File: src/sv/lpt_pkg.sv
package lpt_pkg;

  // Store geometry and field widths
  localparam int MaxSamples = 1024;
  localparam int IdxW       = $clog2(MaxSamples);
  localparam int CntW       = 11;
  localparam int LatW       = 31;
  localparam int PctW       = 7;
  localparam int CfgIdxW    = 2;
  localparam int NumPct     = 3;
  localparam int KW         = 2;

  // Percentile register indexes
  localparam logic [CfgIdxW-1:0] CfgFirst  = 2'd0;
  localparam logic [CfgIdxW-1:0] CfgSecond = 2'd1;
  localparam logic [CfgIdxW-1:0] CfgThird  = 2'd2;

  // Percentile reset points
  localparam logic [PctW-1:0] PctFirstReset  = 7'd50;
  localparam logic [PctW-1:0] PctSecondReset = 7'd95;
  localparam logic [PctW-1:0] PctThirdReset  = 7'd99;

  // Division by the percent scale is a multiply by a slightly low reciprocal
  // (5242 / 2^19) followed by a single upward correction.
  localparam int PctScale   = 100;
  localparam int ProdW      = CntW + PctW;
  localparam int RecipW     = 13;
  localparam int RecipShift = 19;
  localparam int MulW       = ProdW + RecipW;
  localparam int QW         = MulW - RecipShift;
  localparam logic [RecipW-1:0] RecipMul = 13'd5242;

  typedef struct packed {
    logic            start;
    logic [CntW-1:0] n;
    logic [PctW-1:0] p;
  } rank_req_t;

  typedef struct packed {
    logic            done;
    logic [IdxW-1:0] idx;
  } rank_rsp_t;

endpackage

File: src/sv/lpt_rank.sv
module lpt_rank import lpt_pkg::*; (
  input  logic      clk,
  input  logic      rst,
  input  rank_req_t req,
  output rank_rsp_t rsp
);

  logic             v1;
  logic             v2;
  logic [ProdW-1:0] prod;
  logic [ProdW-1:0] prod2;
  logic [QW-1:0]    q_est;
  logic [CntW-1:0]  n1;
  logic [CntW-1:0]  n2;
  logic [MulW-1:0]  mul;
  logic [ProdW-1:0] rem;
  logic [QW-1:0]    rank;
  logic [QW-1:0]    idx_raw;
  logic [CntW-1:0]  n_dec;
  logic [IdxW-1:0]  idx_next;

  // Quotient estimate from the reciprocal product.
  assign mul = MulW'(prod) * MulW'(RecipMul);

  // Correct the estimate, turn the rank into an index and clamp it.
  always_comb begin
    rem     = prod2 - ProdW'(q_est) * ProdW'(PctScale);
    rank    = (rem >= ProdW'(PctScale)) ? q_est + QW'(1) : q_est;
    idx_raw = (rank == '0) ? '0 : rank - QW'(1);
    n_dec   = n2 - CntW'(1);
    if (idx_raw > QW'(n_dec)) begin
      idx_next = n_dec[IdxW-1:0];
    end else begin
      idx_next = idx_raw[IdxW-1:0];
    end
  end

  // Three stages: rounded product, quotient estimate, corrected index.
  always_ff @(posedge clk) begin
    if (rst) begin
      v1       <= 1'b0;
      v2       <= 1'b0;
      rsp.done <= 1'b0;
    end else begin
      v1       <= req.start;
      v2       <= v1;
      rsp.done <= v2;
    end
    prod    <= ProdW'(req.n) * ProdW'(req.p) + ProdW'(PctScale - 1);
    n1      <= req.n;
    prod2   <= prod;
    n2      <= n1;
    q_est   <= mul[MulW-1:RecipShift];
    rsp.idx <= idx_next;
  end

endmodule

File: config.mk
export PLATFORM = sky130hd
export DESIGN_NAME = lpt_rank
export DESIGN_NICKNAME = d
export VERILOG_FILES = /design/src/sv/lpt_pkg.sv /design/src/sv/lpt_rank.sv
export SDC_FILE = /design/constraint.sdc
export NUM_CORES = 1
export LEC_CHECK = 0
export BUFFER_PORTS_ARGS = -buffer_cell sky130_fd_sc_hd__buf_2
export CAP_MARGIN = 20
export CORE_UTILIZATION = 35
export CTS_BUF_LIST = sky130_fd_sc_hd__clkbuf_16
export CTS_CLUSTER_SIZE = 16
export DETAILED_ROUTE_END_ITERATION = 8
export RECOVER_POWER = 100
export REMOVE_ABC_BUFFERS = 1
export SETUP_SLACK_MARGIN = 0.02
export SLEW_MARGIN = 25
export SYNTH_ARGS = -nofsm -noshare
export SYNTH_HDL_FRONTEND = slang
export SYNTH_SLANG_ARGS = --single-unit
File: constraint.sdc
create_clock -name clk -period 8.6 [get_ports clk]
set_input_delay 1.29 -clock clk [delete_from_list [all_inputs] [get_ports clk]]
set_output_delay 1.29 -clock clk [all_outputs]
set_load 0.05 [all_outputs]
* Word level (Yosys, flattened, before mapping)
Cells that the tools add are included.
Widths: inputs -> output; s select.
** Word-level totals
- Bits in registers :: 83
- Bits of input ports :: 21
- Logic and storage cells :: 23
** Cells by class
- $add $sub $neg :: 5
- Multipliers :: 3
- Order comparisons :: 2
- Multiplexer cells :: 3
- Reductions and logical operators :: 1
** Operators with widths (number)
- $mul 18x12->30 const B :: 1
- $mux 12 :: 2
- $add 18x7->18 const B :: 1
- $ge 18x7->1 const B :: 1
- $mul 11x7->18 :: 1
- $sub 18x18->18 :: 1
- $mul 12x5->16 const B :: 1
- $add 12x1->12 const B :: 1
- $gt 12x11->1 :: 1
- $logic_not 12->1 :: 1
- $sub 12x1->12 const B :: 1
- $sub 11x1->11 const B :: 1
- $mux 10 :: 1

* Longest topological paths before layout
Gate-level depths: netlist of run 1.
- Depth after elaboration :: 8
- Depth in mapped cells :: 49

* Least setup slack after synthesis of run 1
No wires, ideal clock.
- Path type :: flip-flop to flip-flop
- Start :: register q_est[3]
- End :: register rsp[4] in the netlist's numbering
- Setup time :: 0.121 ns
- Arrival :: 9.421 ns
- Required time :: 8.479 ns
- Slack :: -0.943 ns
- Cell stages (with the launch flop) :: 47
- Clock period less this slack :: 9.543 ns
- Cell sequence :: dfxtp_1 > ha_1 > ha_1 > fa_1 > ha_1 > nor2b_1 > o21ai_0 > nand2b_1 > a21o_1 > nand2_1 > a21oi_1 > o21ai_0 > nand2b_1 > a21o_1 > a21oi_1 > xor2_1 > ha_1 > o21ai_0 > [11 not listed] > nor4_4 > nand4b_1 > or2b_1 > inv_1 > ha_1 > nor2b_1 > o21a_1 > o21a_1 > o21a_1 > o21a_1 > o21a_1 > o21a_1 > o21a_1 > o21ai_0 > a21oi_1 > a311oi_2 > buf_6 > mux2_4
** On the way
- Cells in the longest elaborated chain, start to end :: 8
** Ends and longest elaborated chain
- start, declared :: line lpt_rank.sv:12 : logic [QW-1:0] q_est;
- start signal, assigned :: line lpt_rank.sv:53 : q_est <= mul[MulW-1:RecipShift];
- $mul 12x5->16 :: line lpt_rank.sv:27 : rem = prod2 - ProdW'(q_est) * ProdW'(PctScale);
- $sub 18x18->18 :: line lpt_rank.sv:27
- $ge 18x7->1 :: line lpt_rank.sv:28 : rank = (rem >= ProdW'(PctScale)) ? q_est + QW'(1) : q_est;
- $mux 12 (*) :: line lpt_rank.sv:28
- $sub 12x1->12 or $logic_not 12->1 (tied branches) :: line lpt_rank.sv:29 : idx_raw = (rank == '0) ? '0 : rank - QW'(1);
- $mux 12 (*) :: line lpt_rank.sv:29
- $gt 12x11->1 :: line lpt_rank.sv:31 : if (idx_raw > QW'(n_dec)) begin
- $mux 10 (*) :: line lpt_rank.sv:31
- via idx_next[4] :: line lpt_rank.sv:20 : logic [IdxW-1:0] idx_next;
- end, declared :: line lpt_rank.sv:5 : output rank_rsp_t rsp
The timed path passes the listed nets; every way through them passes the cells marked *.
A chain may end at the register's enable or synchronous reset.

* Worst setup path after layout of run 1
- Start :: register q_est[3]
- End :: register rsp[8] in the netlist's numbering
Same word-level chain as after synthesis.

==> results of run 1 <==
[cell families (layout without fill, tap and decap cells)]
family	Yosys count	count (layout)	share of synthesized area (%)
AO/OA/AOI/OAI	150	150	9.571
XOR/XNOR	57	57	4.648
adder cells (fa/ha/maj)	338	338	47.46
buffers and inverters	232	356	8.274
flip-flops	81	81	14.87
multiplexers	14	14	1.446
AND/OR/NAND/NOR	277	277	13.72
[path summary, 6_finish.rpt]
path / endpoint / slack (ps) / depth (start not counted)
worst min register to register: n2[5] / 330 / 0
worst max-delay path: rsp[8] / -70 / 48
worst max register to register: rsp[8] / -70 / 48
worst min-delay path: n2[5] / 330 / 0
[worst max-delay path, delay by kind of cell, from the launching register on]
kind	cells	cell delay [ps]
AOI/OAI and AO/OA	20	3420
and+or+nand+nor	13	1850
adders and majority gates	7	1850
buffers and inverters	6	760
DFF	1	370
muxes	1	200
xor gates and xnor gates	1	110
[state kept, by name (all words and copies together) (netlist names)]
| register | cells |
|---|---|
| n2 | 11 |
| n1 | 11 |
| prod2 | 16 |
| v1 | 1 |
| v2 | 1 |
| q_est | 12 |
| prod | 18 |
| rsp | 11 |
[final cells by class]
type                       instances  area [µm²]
tap                              396       495.5
multi-input combinational        836        8648
clock inverter                     7       78.83
sequential                        81        1634
timing repair buffer             123       843.3
inverter                         217       814.5
clock buffer                       9       225.2
fill                            3012       17850
[cells in the mapped netlist, types with 4 or more instances]
| cell type | number |
|---|---|
| inv_1 | 216 |
| ha_1 | 212 |
| fa_1 | 126 |
| dfxtp_1 | 81 |
| nand2_1 | 68 |
| and2_1 | 52 |
| nor2_1 | 48 |
| a21oi_1 | 40 |
| xnor2_1 | 37 |
| o21ai_0 | 25 |
| nand3_1 | 19 |
| xor2_1 | 19 |
| o21a_1 | 14 |
| nand2b_1 | 13 |
| nor3_1 | 13 |
| mux2i_1 | 12 |
| a21o_1 | 11 |
| nand4_1 | 11 |
| nor2b_1 | 10 |
| clkbuf_1 | 9 |
| and3_1 | 8 |
| or3_1 | 7 |
| a31oi_1 | 5 |
| nor4_1 | 5 |
| a2111oi_0 | 4 |
| a211o_1 | 4 |
| a211oi_1 | 4 |
| a21boi_0 | 4 |
| buf_6 | 4 |
[per-layer routing]
metal,up-vias,GRT usage [%],wire (µm),part of all wire [%]
met4,0,4.167,415,1.8
met3,33,1.790,622,2.7
met2,127,27.16,11180,48
met1,3876,20.58,11120,48
li1,4037,-,-,-
met5,-,0,0,0
[per-stage QoR]
step           setup TNS, ps  instances
4_1_cts               -819.1       1666
3_5_place_dp           -7095       1638
5_1_grt                -4646       1669
6_report              -387.4       1669
2_1_floorplan         -11760       1134
3_3_place_gp           -4548       1638
[timing repair]
item                       CTS  global route
cloned                       1             0
pin swaps                   39             7
gates resized for setup     48            15
buffers inserted            11             4
setup endpoints to repair   10            10
==> impl_results.md, run 1 <==
- Status: complete, but fails checks
- Failing checks: negative setup slack
- Worst slew margin: 59.64%
- Drt drc: 0
- FF+latch count, synth: 81
- DP Worst Slack: -739.5 ps
- Hold Startpoint: n1[5]
- Final Max Slew Viols: 0
- Final instance area: 0.01274 mm²
- Synth Cell Area: 0.01090 mm²
- Placed cell areas: around 0.012 mm²
- Clock sink count: 81
- Initial DRC count: 357
- Hold slack: 327.6 ps
- Max Fclk: 0.1154 GHz
- GRT Resource Usage Total: 15.70%
- Core area: a little over 0.03 mm²
- Port Buffers: 31
- CTS H-Tree Depth: 3
- CP startpoint: q_est[3]
- Ys Warns: 0
- Fin. Hold Viols: 0
- Final GP Congestion: 0.8517
- Initial Util: 35.64%
- Die H: 178.5 µm
- CTS root buf: clkbuf_16
- Clk buf depth: 2
- Crit path kind: reg -> reg
- Post-synthesis sequential area ratio: 14.87%
- Final period util: 100.8%
- Largest net degree at the start of global routing: 16
- Initial antenna violation count: 0
- Row count: 64
- Top cell type by total area after synthesis: ha_1
- CTS tree: built
- IO Pins: 32
- Post-CTS Hold Fix Bufs: 0
- Die ar.: 0.03186 mm²
- Register clock-pin slew on the reported worst setup and hold paths: 70 ps
- Post-Syn Area per Cell: between 9 and 10 µm²
- First-pass GRT wire length: about 40 mm
- Data required time at the worst endpoint: ~9000 ps
- Ys flop type: dfxtp_1
- Worst-Margin Slew: 596.9 ps
- Critical R2R Launch: q_est[3]
- Ant diodes: 0
- Synth-to-Final Area Change: 16.85%
- Nets: 1627
- Async set-reset flop share out of synthesis: 0%
- Most frequent cells in the layout: 215 x inv_1, 200 x ha_1, 125 x fa_1, 85 x buf_4, 75 x dfxtp_1
- Wire length per cell: roughly 14 µm
- Max-cap viol count: 0
- Crit Path Max Fanout: 5
- CP dominant cell by count: o21a_1
- Grt total ovfl: 0
- Routed Antenna Nets: 0
- Slowest cell on the critical path: a211o_4
- RSZ-0062 raised after global routing: true
- Setup violators final: 10
- Layout cells sized above 1: between 10% and 20%
- Clock Skews: 11.55 ps
- Die Width: 178.5 µm
- CP startpoint kind: flip-flop
- Drt pass-1 iters: 5
- Max incr delay on CP: approximately 410 ps
- Min-delay worst type: reg -> reg
- Clock Latency Late Sink: 360 ps
- Vias: 8073
- Routed WL: 23.34 mm
- Worst setup EP type: flip-flop
- Total CTS buffers: 9
- Vias in the first global route: 8536
- Vias per inst: slightly below 5
- Worst EP arrival: 8950 ps
- Final WS setup: -66.66 ps
- DPL Wire Length: 19.59 mm
- Most common cell after layout, fill and taps aside: inv_1
- Number of synthesized flops with an enable pin: 0
- Share of the synthesized area in the top cell type: 24.33%
- Area contributors post-synth: ha_1 24%, fa_1 23%, dfxtp_1 15%
- Yosys cell types: between 70 and 80
- Post-synthesis cell count: 1149
- Final core occ: 41.65%
- Tmin final: 8667 ps
Power of run 1 is not shown: default switching activity piles up to over one toggle a cycle in this logic, so the estimate is an artifact.
==> run 2: changes to the inputs <==
--- a/config.mk
+++ b/config.mk
@@ -5,6 +5,7 @@
 export SDC_FILE = /design/constraint.sdc
 export NUM_CORES = 1
 export LEC_CHECK = 0
+export ABC_AREA = 1
 export BUFFER_PORTS_ARGS = -buffer_cell sky130_fd_sc_hd__buf_2
 export CAP_MARGIN = 20
 export CORE_UTILIZATION = 35
==> impl_results.md, run 2 <==
- Data required time at the worst endpoint: 8840 ps (-40 ps)
- Vias: 8833 (+9.4%)
- Nets: 1824 (+12%)
- Top-count cell post-synth: inv_1
- Min-delay worst type: reg -> reg
- Area contributors post-synth: ha_1 23%, fa_1 22%, dfxtp_1 14%
- Largest net degree at the start of global routing: 17 (+1)
- Synth-to-Final Area Change: 7.923%
- Row count: 65 (+1.6%)
- Routed Antenna Nets: 0 (unchanged)
- Die Width: 182.6 µm (+2.3%)
- Clock Skews: 10.43 ps (-1.113 ps)
- Drt pass-1 iters: 5 (unchanged)
- Ys flop type: dfxtp_1
- CP dominant cell by count: nand2_1
- Post-synthesis cell count: 1436 (+25%)
- Max reg flops: 18 (unchanged)
- Tmin final: 7769 ps (-898.0 ps)
- Clk buf depth: 2 (unchanged)
- Crit Path Max Fanout: 14 (+9)
- Commonest cells post-synth: 336 x inv_1, 309 x nand2_1, 212 x ha_1, 126 x fa_1, 81 x dfxtp_1
- DPL Wire Length: 21.01 mm (+7.3%)
- Setup violators final: 0 (-10)
- Ys Warns: 0 (unchanged)
- Final Max Slew Viols: 0 (unchanged)
- Vias in the first global route: 8990 (+5.3%)
- Final period util: 90.33% (-10 points)
- Synth Cell Area: 0.01142 mm² (+4.7%)
- Core area: 0.03180 mm² (+4.0%)
- Share of the synthesized area in the top cell type: 23.23% (-1.1 points)
- RSZ-0062 raised after global routing: false
- Hold slack: 324.3 ps (-3.329 ps)
- Wire length per cell: 12.58 µm (-10%)
- Worst slew margin: 60.18% (+0.54 points)
- Final GP Congestion: 0.9288 (+9.1%)
- CTS root buf: clkbuf_16
- Post-route setup TNS: 0 ps (+387.4 ps)
- CTS tree: built
- Clock sink count: 81 (unchanged)
- Reg with most FFs: prod
- Initial antenna violation count: 0 (unchanged)
- FF+latch count, synth: 81 (unchanged)
- Max Fclk: 0.1287 GHz (+12%)
- Post-CTS Setup Inserts: 0 (-11)
- Yosys cell types: 41 (-47%)
- Post-Syn Area per Cell: 7.952 µm² (-16%)
- Register clock-pin slew on the reported worst setup and hold paths: 60 ps (about the same)
- IO Pins: 32 (unchanged)
- Slowest cell on the critical path: dfxtp_1
- Final core occ: 38.75% (-2.9 points)
- CP startpoint kind: flip-flop
- Buf/Inv on CP: 4 (-2)
- Top Registers: prod (18), prod2 (16), q_est (12)
- Max incr delay on CP: 490 ps (+80 ps)
- Status: finished clean
- First-pass GRT wire length: 42.00 mm (+5.1%)
- Drt drc: 0 (unchanged)
- Number of synthesized flops with an enable pin: 0 (unchanged)
- Critical R2R Launch: q_est[4]
- Worst setup EP type: flip-flop
- Post-synthesis sequential area ratio: 14.20% (-0.67 points)
- Top cell type by total area after synthesis: ha_1
- Vias per inst: 4.637 (-4.1%)
- Critical path's top delay family: simple AND/OR/NAND/NOR gates
- Initial DRC count: 399 (+12%)
- Worst EP arrival: 8010 ps (-940 ps)
- Routed WL: 23.96 mm (+2.7%)
- CP startpoint: q_est[4]
- Die ar.: 0.03335 mm² (+4.7%)
- GRT Resource Usage Total: 15.52% (-0.18 points)
- Most frequent cells in the layout: 337 x inv_1, 309 x nand2_1, 212 x ha_1, 126 x fa_1, 81 x dfxtp_1
- Ant diodes: 0 (unchanged)
- Hold Startpoint: n1[3]
- Crit path kind: reg -> reg
- Initial Util: 35.91% (+0.26 points)
- Max-cap viol count: 0 (unchanged)
- Clock Latency Late Sink: 350 ps (about the same)
- Total CTS buffers: 9 (unchanged)
- Fin. Hold Viols: 0 (unchanged)
- Grt total ovfl: 0 (unchanged)
- Async set-reset flop share out of synthesis: 0% (unchanged)
- Layout cells sized above 1: 3.946% (-10 points)
- Most common cell after layout, fill and taps aside: inv_1
- Fillers: 3299 (+9.5%)
- Die H: 182.6 µm (+2.3%)
- Worst-Margin Slew: 599.8 ps (+2.903 ps)
- Port Buffers: 31 (unchanged)
- CTS H-Tree Depth: 3 (unchanged)
run 2: worst reg2reg max path, delay by kind of cell (launching register included):
| kind | cells | cell delay (ps) |
|---|---|---|
| buffers and inverters | 4 | 190 |
| flip-flops | 1 | 490 |
| adder cells (fa/ha/maj) | 6 | 2110 |
| XOR/XNOR | 1 | 150 |
| AO/OA/AOI/OAI | 10 | 1630 |
| AND/OR/NAND/NOR | 28 | 3130 |
run 2: final timing paths:
check | end | slack (ps) | cells after the start
hold / removal | n2[3] | 320 | 0
setup reg to reg | rsp[3] | 830 | 49
hold reg to reg | n2[3] | 320 | 0
setup / recovery | rsp[3] | 830 | 49
run 2: logic make-up after synthesis:
family | synth area share (%)
AND/OR/NAND/NOR | 18.69
buffers and inverters | 12.00
adder cells (fa/ha/maj) | 45.32
AO/OA/AOI/OAI | 4.953
flip-flops | 14.20
XOR/XNOR | 4.832
run 2: through the flow:
step	area [µm²]	setup WS (ps)	std cells
floorplan	11350	1792	1423
global placement	12050	1106	1889
detailed placement	12050	837.6	1889
CTS	12360	816.9	1905
global route	12320	47.92	1905
finish	12320	831.3	1905
run 2: per-layer routing:
layer | share of wire (%) | track usage (%)
met1 | 49 | 20.88
met3 | 1.8 | 1.257
met2 | 47 | 26.60
met4 | 1.3 | 4.269
met5 | 0 | 0
run 2: what timing repair did:
item / in CTS / in global routing
endpoints found under the setup margin: 0 / 10
hold buffers: 0 / 0
resized for setup: 0 / 1
run 2: layout make-up:
type	count	area [µm²]	area share, %
clock buffers	9	225.2	1.828
repair buffers	31	126.4	1.025
well taps	435	544.3	4.417
clock inverters	7	83.83	0.6803
multi-input cells	996	8423	68.35
inverters	346	1299	10.54
flip-flops and latches	81	1622	13.16
Power of run 2 is left out for the same reason.
